## src/rtl/pfr_pkg.sv

```systemverilog
// ----------------------------------------------------------------------------
// pfr_pkg
// shared constants and types of the page frame replacer
// ----------------------------------------------------------------------------
package pfr_pkg;

    localparam int FRAMES_DEF    = 64;
    localparam int PAGE_BITS_DEF = 12;
    localparam int ADDR_W        = 32;
    localparam int PID_W         = 3;

    localparam int APB_AW = 2;
    localparam int APB_DW = 32;

    // register indexes
    localparam int REG_POLICY = 0;

    // policy codes
    localparam logic POL_FIFO = 1'b0;
    localparam logic POL_LRU  = 1'b1;

    // compare unit flags
    typedef struct packed {
        logic tag_eq;
        logic rank_zero;
        logic rank_above;
    } t_cmp_res;

endpackage

```

## src/rtl/page_frame_fifo_lru_replacer.sv

```systemverilog
// ----------------------------------------------------------------------------
// page_frame_fifo_lru_replacer
// fully associative page frame table with fifo or lru replacement
// ----------------------------------------------------------------------------
// input channel (i_valid/o_ready) carries one access per beat: process id and
// virtual address. output channel (o_valid/i_ready) returns one beat per
// access: hit flag, frame index and replaced flag.
// the block takes one access at a time. a scan reads every frame's tag and
// rank through one compare unit, one frame per cycle, then a decide cycle
// picks the frame and, on a miss, writes the tag. under lru a second pass over
// the rank memory ages the ranks, again one frame per cycle.
// o_ready returns in the cycle after the result is taken. the result stays in
// its output register while i_ready is low, and no new access is taken until
// it leaves.
// reset empties the table, sets each rank to its frame index through per-frame
// valid bits, clears fifo pointer and fill count and selects fifo policy. no
// clearing pass is needed; the block is ready right after reset.
// policy sits at apb byte address 0; the user writes it only while idle, which the block itself does not enforce.
// ----------------------------------------------------------------------------
module page_frame_fifo_lru_replacer #(
    parameter int FRAMES    = pfr_pkg::FRAMES_DEF,
    parameter int PAGE_BITS = pfr_pkg::PAGE_BITS_DEF,
    localparam int FW       = $clog2(FRAMES)
) (
    input  logic                        i_clk,
    input  logic                        i_rst_n,
    // apb configuration
    input  logic                        psel,
    input  logic                        penable,
    input  logic                        pwrite,
    input  logic [pfr_pkg::APB_AW-1:0]  paddr,
    input  logic [pfr_pkg::APB_DW-1:0]  pwdata,
    output logic [pfr_pkg::APB_DW-1:0]  prdata,
    output logic                        pready,
    // access channel
    input  logic                        i_valid,
    output logic                        o_ready,
    input  logic [pfr_pkg::PID_W-1:0]   i_process_id,
    input  logic [pfr_pkg::ADDR_W-1:0]  i_virtual_address,
    // result channel
    output logic                        o_valid,
    input  logic                        i_ready,
    output logic                        o_hit,
    output logic [FW-1:0]               o_frame_index,
    output logic                        o_replaced
);

    localparam int CW = FW + 1;
    localparam int PW = pfr_pkg::ADDR_W - PAGE_BITS;
    localparam int TW = pfr_pkg::PID_W + PW;

    typedef enum logic [2:0] {
        S_IDLE,
        S_SCAN,
        S_DECIDE,
        S_UPD,
        S_RESP
    } t_state;

    t_state      r_state;
    logic        r_policy;
    logic [TW-1:0] r_tag;
    logic [CW-1:0] r_cnt;
    logic        r_pv;
    logic [FW-1:0] r_pk;
    logic        r_pvld;
    logic        r_found;
    logic [FW-1:0] r_hit_idx;
    logic [FW-1:0] r_hit_rank;
    logic [FW-1:0] r_lru_idx;
    logic [FW-1:0] r_fill_rank;
    logic [FW-1:0] r_f;
    logic [FW-1:0] r_ref;
    logic [CW-1:0] r_fill;
    logic [FW-1:0] r_fifo;
    logic [FRAMES-1:0] r_rank_vld;
    logic        r_o_valid;
    logic        r_o_hit;
    logic [FW-1:0] r_o_frame;
    logic        r_o_repl;

    logic          issue;
    logic [FW-1:0] rd_addr;
    logic [TW-1:0] tag_q;
    logic [FW-1:0] rank_q;
    logic [FW-1:0] rank_eff;
    logic          tag_we;
    logic          rank_we;
    logic [FW-1:0] rank_wdata;
    logic [FW-1:0] rank_dec;
    logic          is_self;
    logic          apb_wr;
    pfr_pkg::t_cmp_res cmp;

    // decide cycle outcome
    logic          n_hit;
    logic          n_repl;
    logic [FW-1:0] n_f;
    logic [FW-1:0] n_ref;

    assign apb_wr = psel && penable && pwrite && pready;
    assign pready = 1'b1;
    assign prdata = {{(pfr_pkg::APB_DW-1){1'b0}}, r_policy};

    assign issue   = ((r_state == S_SCAN) || (r_state == S_UPD)) && (r_cnt < CW'(FRAMES));
    assign rd_addr = r_cnt[FW-1:0];

    // an entry never written still holds its reset rank, its own index
    assign rank_eff = r_pvld ? rank_q : r_pk;
    assign is_self  = (r_pk == r_f);

    pfr_ram #(
        .WIDTH (TW),
        .DEPTH (FRAMES)
    ) u_tag_ram (
        .i_clk   (i_clk),
        .i_we    (tag_we),
        .i_waddr (n_f),
        .i_wdata (r_tag),
        .i_re    (issue && (r_state == S_SCAN)),
        .i_raddr (rd_addr),
        .o_rdata (tag_q)
    );

    pfr_ram #(
        .WIDTH (FW),
        .DEPTH (FRAMES)
    ) u_rank_ram (
        .i_clk   (i_clk),
        .i_we    (rank_we),
        .i_waddr (r_pk),
        .i_wdata (rank_wdata),
        .i_re    (issue),
        .i_raddr (rd_addr),
        .o_rdata (rank_q)
    );

    pfr_cmp #(
        .TW (TW),
        .FW (FW)
    ) u_cmp (
        .i_tag_a    (tag_q),
        .i_tag_b    (r_tag),
        .i_rank     (rank_eff),
        .i_ref      (r_ref),
        .o_res      (cmp),
        .o_rank_dec (rank_dec)
    );

    always_comb begin
        n_hit  = 1'b0;
        n_repl = 1'b0;
        tag_we = 1'b0;
        if (r_found) begin
            n_hit = 1'b1;
            n_f   = r_hit_idx;
            n_ref = r_hit_rank;
        end else if (r_fill < CW'(FRAMES)) begin
            n_f   = r_fill[FW-1:0];
            n_ref = r_fill_rank;
        end else if (r_policy == pfr_pkg::POL_LRU) begin
            n_repl = 1'b1;
            n_f    = r_lru_idx;
            n_ref  = '0;
        end else begin
            n_repl = 1'b1;
            n_f    = r_fifo;
            n_ref  = '0;
        end
        if (r_state == S_DECIDE) begin
            tag_we = !r_found;
        end
    end

    // aging pass: the touched frame goes to the top, ranks above it drop by one
    assign rank_we    = (r_state == S_UPD) && r_pv && (is_self || cmp.rank_above);
    assign rank_wdata = is_self ? FW'(FRAMES - 1) : rank_dec;

    always_ff @(posedge i_clk) begin
        if (!i_rst_n) begin
            r_state    <= S_IDLE;
            r_policy   <= pfr_pkg::POL_FIFO;
            r_cnt      <= '0;
            r_pv       <= 1'b0;
            r_found    <= 1'b0;
            r_fill     <= '0;
            r_fifo     <= '0;
            r_rank_vld <= '0;
            r_o_valid  <= 1'b0;
        end else begin
            if (apb_wr && (paddr == pfr_pkg::APB_AW'(pfr_pkg::REG_POLICY * 4))) begin
                r_policy <= pwdata[0];
            end

            r_pv   <= issue;
            r_pk   <= rd_addr;
            r_pvld <= r_rank_vld[rd_addr];
            if (issue) begin
                r_cnt <= r_cnt + CW'(1);
            end

            if (rank_we) begin
                r_rank_vld[r_pk] <= 1'b1;
            end

            unique case (r_state)
                S_IDLE: begin
                    if (i_valid) begin
                        r_tag   <= {i_process_id, i_virtual_address[pfr_pkg::ADDR_W-1:PAGE_BITS]};
                        r_cnt   <= '0;
                        r_found <= 1'b0;
                        r_state <= S_SCAN;
                    end
                end
                S_SCAN: begin
                    if (r_pv) begin
                        if (cmp.tag_eq && ({1'b0, r_pk} < r_fill) && !r_found) begin
                            r_found    <= 1'b1;
                            r_hit_idx  <= r_pk;
                            r_hit_rank <= rank_eff;
                        end
                        if (cmp.rank_zero) begin
                            r_lru_idx <= r_pk;
                        end
                        if ({1'b0, r_pk} == r_fill) begin
                            r_fill_rank <= rank_eff;
                        end
                        if (r_pk == FW'(FRAMES - 1)) begin
                            r_state <= S_DECIDE;
                        end
                    end
                end
                S_DECIDE: begin
                    r_f       <= n_f;
                    r_ref     <= n_ref;
                    r_o_hit   <= n_hit;
                    r_o_frame <= n_f;
                    r_o_repl  <= n_repl;
                    if (!r_found && (r_fill < CW'(FRAMES))) begin
                        r_fill <= r_fill + CW'(1);
                    end
                    if (n_repl && (r_policy == pfr_pkg::POL_FIFO)) begin
                        r_fifo <= (r_fifo == FW'(FRAMES - 1)) ? '0 : r_fifo + FW'(1);
                    end
                    if (r_policy == pfr_pkg::POL_LRU) begin
                        r_cnt   <= '0;
                        r_state <= S_UPD;
                    end else begin
                        r_o_valid <= 1'b1;
                        r_state   <= S_RESP;
                    end
                end
                S_UPD: begin
                    if (r_pv && (r_pk == FW'(FRAMES - 1))) begin
                        r_o_valid <= 1'b1;
                        r_state   <= S_RESP;
                    end
                end
                S_RESP: begin
                    if (i_ready) begin
                        r_o_valid <= 1'b0;
                        r_state   <= S_IDLE;
                    end
                end
                default: begin
                    r_state <= S_IDLE;
                end
            endcase
        end
    end

    assign o_ready       = (r_state == S_IDLE);
    assign o_valid       = r_o_valid;
    assign o_hit         = r_o_hit;
    assign o_frame_index = r_o_frame;
    assign o_replaced    = r_o_repl;

endmodule

```

## src/rtl/pfr_ram.sv

```systemverilog
// ----------------------------------------------------------------------------
// pfr_ram
// generic single-clock ram, one write port and one registered read port
// ----------------------------------------------------------------------------
module pfr_ram #(
    parameter int WIDTH = 8,
    parameter int DEPTH = 64,
    localparam int AW   = (DEPTH > 1) ? $clog2(DEPTH) : 1
) (
    input  logic             i_clk,
    input  logic             i_we,
    input  logic [AW-1:0]    i_waddr,
    input  logic [WIDTH-1:0] i_wdata,
    input  logic             i_re,
    input  logic [AW-1:0]    i_raddr,
    output logic [WIDTH-1:0] o_rdata
);

    logic [WIDTH-1:0] r_mem [DEPTH];
    logic [WIDTH-1:0] r_rdata;

    always_ff @(posedge i_clk) begin
        if (i_we) begin
            r_mem[i_waddr] <= i_wdata;
        end
        if (i_re) begin
            r_rdata <= r_mem[i_raddr];
        end
    end

    assign o_rdata = r_rdata;

endmodule

```

## src/rtl/pfr_cmp.sv

```systemverilog
// ----------------------------------------------------------------------------
// pfr_cmp
// shared compare unit: tag match, rank test and rank decrement for one frame
// ----------------------------------------------------------------------------
module pfr_cmp #(
    parameter int TW = 23,
    parameter int FW = 6
) (
    input  logic              [TW-1:0] i_tag_a,
    input  logic              [TW-1:0] i_tag_b,
    input  logic              [FW-1:0] i_rank,
    input  logic              [FW-1:0] i_ref,
    output pfr_pkg::t_cmp_res          o_res,
    output logic              [FW-1:0] o_rank_dec
);

    always_comb begin
        o_res.tag_eq     = (i_tag_a == i_tag_b);
        o_res.rank_zero  = (i_rank == '0);
        o_res.rank_above = (i_rank > i_ref);
        o_rank_dec       = i_rank - FW'(1);
    end

endmodule

```

## config.mk

```make
export PLATFORM = sky130hd
export DESIGN_NAME = page_frame_fifo_lru_replacer
export DESIGN_NICKNAME = d
export VERILOG_FILES = /design/src/rtl/pfr_pkg.sv /design/src/rtl/page_frame_fifo_lru_replacer.sv /design/src/rtl/pfr_ram.sv /design/src/rtl/pfr_cmp.sv
export SDC_FILE = /design/constraint.sdc
export NUM_CORES = 2
export LEC_CHECK = 0
export ABC_AREA = 1
export BUFFER_PORTS_ARGS = -buffer_cell sky130_fd_sc_hd__buf_2
export CORE_ASPECT_RATIO = 0.75
export CORE_UTILIZATION = 41
export CTS_CLUSTER_SIZE = 24
export DETAILED_ROUTE_END_ITERATION = 8
export SYNTH_ARGS = -nofsm -noshare
export SYNTH_HDL_FRONTEND = slang
export SYNTH_SLANG_ARGS = --single-unit
export TNS_END_PERCENT = 5
```

## constraint.sdc

```tcl
create_clock -name i_clk -period 3 [get_ports i_clk]
set_input_delay 0 -clock i_clk [delete_from_list [all_inputs] [get_ports i_clk]]
set_output_delay 0 -clock i_clk [all_outputs]
set_load 0.05 [all_outputs]
```

==> reports/metrics.cfg <==
[global_routing]
busiest_layer=met1
grt.met2_usage_pct=33.2
use_met3_pct=7.16
globalRouteTotalUtil_pct=23.6
grt_start_max_net_pins=186
first_global_vias=51600
gr-usage-met1_pct=35.4
grt_pass1_wl_mm=352
antenna_violations_before_repair=8
grt_overflow=0

[run_status]
run_status=completed

[synthesis]
compound_gate_portion_of_the_synthesized_area_pct=10.5
post_synth_main_area_contributors=sky130_fd_sc_hd__edfxtp_1, sky130_fd_sc_hd__nor2_1, sky130_fd_sc_hd__o21ai_0
postSynth.asyncResetShare_pct=0
post_synth_most_frequent_cells=sky130_fd_sc_hd__edfxtp_1, sky130_fd_sc_hd__nor2_1, sky130_fd_sc_hd__o21ai_0
combinational_family_with_the_most_area_after_synthesis=simple AND/OR/NAND/NOR gates
synthesis.area_um2=82800
yosys_register_bits=2044
area_share_of_xor_xnor_cells_in_the_synthesized_design_pct=0.233
yosysMostFrequentCell=sky130_fd_sc_hd__edfxtp_1
synth_sequential_area_ratio_pct=73.0
post_synth_edffs=1953
synth.mux.area_fraction_pct=0
synth-warning-count=0
synthesized_area_per_cell_um2=12.0
post_synth_fa_ha_maj_area_fraction_pct=0.242
netlist.area_leader.share_pct=70.8
synthesis.instances=6882
synth_cell_types=40
synthDominantAreaCellType=sky130_fd_sc_hd__edfxtp_1
post_synth_and_or_nand_nor_area_fraction_pct=12.0
ys_dominant_reg_cell=sky130_fd_sc_hd__edfxtp_1

[setup_path]
crit_required_ps=3580
worstPathArrival_ps=3510
crit_type=flop to flop
setup.worst_path.start_class=flop
timing.critical_path.fanout_max=23
ff2ff_path_depth=11
endpoint_kind=flop

[timing]
hold_violations=0
report.final.setup_viol=0
period_needed_ps=2930
post-route-worst-setup-slack_ps=71.1
fin_clk_skew_ps=58.2
maxSlewHeadroom_pct=22.8
clock.fmax_ghz=0.341
maxSlewViolCount=0
post-route-period-util_pct=97.6
rsz0062_at_grt=no
setup_total_negative_slack_ps=0
worst_pin_slew_ps=1150

[detailed_routing]
drc=0
initialDrtViolationCount=7468
detail_route.first_pass.iterations=8
vias=55600
wl_per_cell_um=24.6
totalWireLength_mm=244
via_per_inst=5.61
ant_nets=0

[final_layout]
synthToLayoutAreaGrowth_pct=15.3
nets_final=7177
final_area_um2=95500
drive_gt1_share_pct=11.3
instances_no_fill=9914

[worst_hold_path]
min_delay_path_depth=2
worst_hold_path_type=input pin to flop

[floorplanning]
floorplan.die_area_um2=204000
fp.dieH_um=391
io-pin-count=119
placement_rows=142
dieWidth_um=521
fp.coreArea_um2=200000
initial_core_util_pct=41.4

[place]
finalWeightedCongestion=0.930
place_ws_ps=132
place.port_buffers=43
placedCellCount=9509
placedInstanceArea_um2=88800
dpl.hpwl_mm=149

[cts]
cts-root-buf=sky130_fd_sc_hd__clkbuf_16
max-clock-path-buffers=3
post-cts-setup-buffer-count=0
clock_sink_count=2044
clkTransAtPathRegs_ps=60
clock_latency_reported_for_the_late_side_of_the_worst_skew_pair_ps=860
cts_made_buffers=195
tritoncts=built
cts_htree_levels=4

[pwr]
clock_power_share_pct=39.7
comb_power_share_pct=8.5
power.density_nw_per_um2=641
ir_worst_vdd_mv=0.607
pwr-share-seq_pct=51.8
p_leak_nw=32.4
switching_share_pct=24.4
p_int_mw=46.3
total_switching_power_mw=14.9

[run]
drv.max_cap_violation_count=0

[sequential cells by signal (all words and copies together) (netlist names), 7 cells and up]
signal             cells
u_tag_ram.r_mem     1472
u_rank_ram.r_mem     384
r_rank_vld            64
r_tag                 23
u_tag_ram.o_rdata     23
r_cnt                  7
r_fill                 7
[metal layers]
metal | vias to the layer above | share of wire [%]
met2 | 2767 | 42
met3 | 324 | 12
li1 | 25000 | -
met4 | 0 | 1.9
met5 | - | 0
met1 | 27600 | 44
[kinds of logic (layout without fill, tap and decap cells)]
logic type,Yosys count,count (layout)
simple gates,2429,2429
flops,2044,2044
compound gates,1558,1558
buf+inv,811,1142
xor+xnor,22,22
fa+ha+maj,16,16
other cells,2,39
[cell type report]
type                            count  area [um2]
Antenna cell                        7        17.5
Fill cell                       17500      105000
Timing Repair Buffer              441        4790
Multi-Input combinational cell   4057       19300
Sequential cell                  2044       60500
Tap cell                         2664        3330
Clock inverter                    114        1160
Inverter                          346        1320
Clock buffer                      241        5090
[worst max-delay path: stages, from the launching register on]
cell and delay (ps):
sky130_fd_sc_hd__dfxtp_4 650, sky130_fd_sc_hd__inv_8 200, sky130_fd_sc_hd__buf_12 230, sky130_fd_sc_hd__buf_4 180, sky130_fd_sc_hd__nand2_1 80, sky130_fd_sc_hd__nand3_1 70
sky130_fd_sc_hd__nand3_1 130, sky130_fd_sc_hd__nand2_1 120, sky130_fd_sc_hd__a21oi_1 360, sky130_fd_sc_hd__a21oi_1 190, sky130_fd_sc_hd__nand2_2 320, sky130_fd_sc_hd__nand2_1 90
[power groups by stage]
stage	clock (mW)	sequential, mW	combinational (mW)
2_1_floorplan	0	32.4	2.80
5_1_grt	25.7	31.7	5.63
3_3_place_gp	0	32.3	5.08
6_report	24.3	31.7	5.23
3_5_place_dp	0	32.3	5.12
4_1_cts	24.6	31.7	5.18
[layout by cell type, fill, tap and decap left out, types with 38 or more instances in the layout]
master / n
sky130_fd_sc_hd__clkbuf_1: 44
sky130_fd_sc_hd__dfxtp_1: 87
sky130_fd_sc_hd__inv_1: 304
sky130_fd_sc_hd__o21ai_0: 901
sky130_fd_sc_hd__buf_12: 118
sky130_fd_sc_hd__o21ai_1: 38
sky130_fd_sc_hd__nand3_1: 405
sky130_fd_sc_hd__nor2_2: 65
sky130_fd_sc_hd__buf_4: 237
sky130_fd_sc_hd__a21oi_1: 189
sky130_fd_sc_hd__buf_2: 43
sky130_fd_sc_hd__nor2_1: 1155
sky130_fd_sc_hd__o22ai_1: 174
sky130_fd_sc_hd__clkbuf_16: 197
sky130_fd_sc_hd__dlygate4sd3_1: 43
sky130_fd_sc_hd__or2_2: 38
sky130_fd_sc_hd__edfxtp_1: 1953
sky130_fd_sc_hd__clkinv_1: 54
sky130_fd_sc_hd__o211ai_1: 244
sky130_fd_sc_hd__nand2_1: 689
[per-stage QoR]
stage               hold WS (ps)  utilization, %  total power, mW
detailed placement           179            44.3             37.4
floorplan                   98.9               -             35.2
global placement             176            44.3             37.4
finish                      31.9            47.7             61.2
CTS                         10.1            47.7             61.5
global route                51.8            47.7             63.0
[path summary, 6_finish.rpt]
check / startpoint / to / slack [ps]
worst max register to register: r_cnt[0]$_SDFF_PN0_ / u_tag_ram.o_rdata[8]$_DFFE_PP_ / 70
worst min-delay path: i_virtual_address[23] / r_tag[11]$_DFFE_PP_ / 30
worst min register to register: r_rank_vld[14]$_SDFFE_PN0P_ / r_rank_vld[14]$_SDFFE_PN0P_ / 450
worst max-delay path: r_cnt[0]$_SDFF_PN0_ / u_tag_ram.o_rdata[8]$_DFFE_PP_ / 70
[repair_timing]
item                                    4_1_cts  5_1_grt
endpoints found under the setup margin        0      172
hold buffers                                 43        0
gates resized for setup                       0       33
hold endpoints to repair                     67        0
No activity file was read; power rests on OpenSTA's default activity.
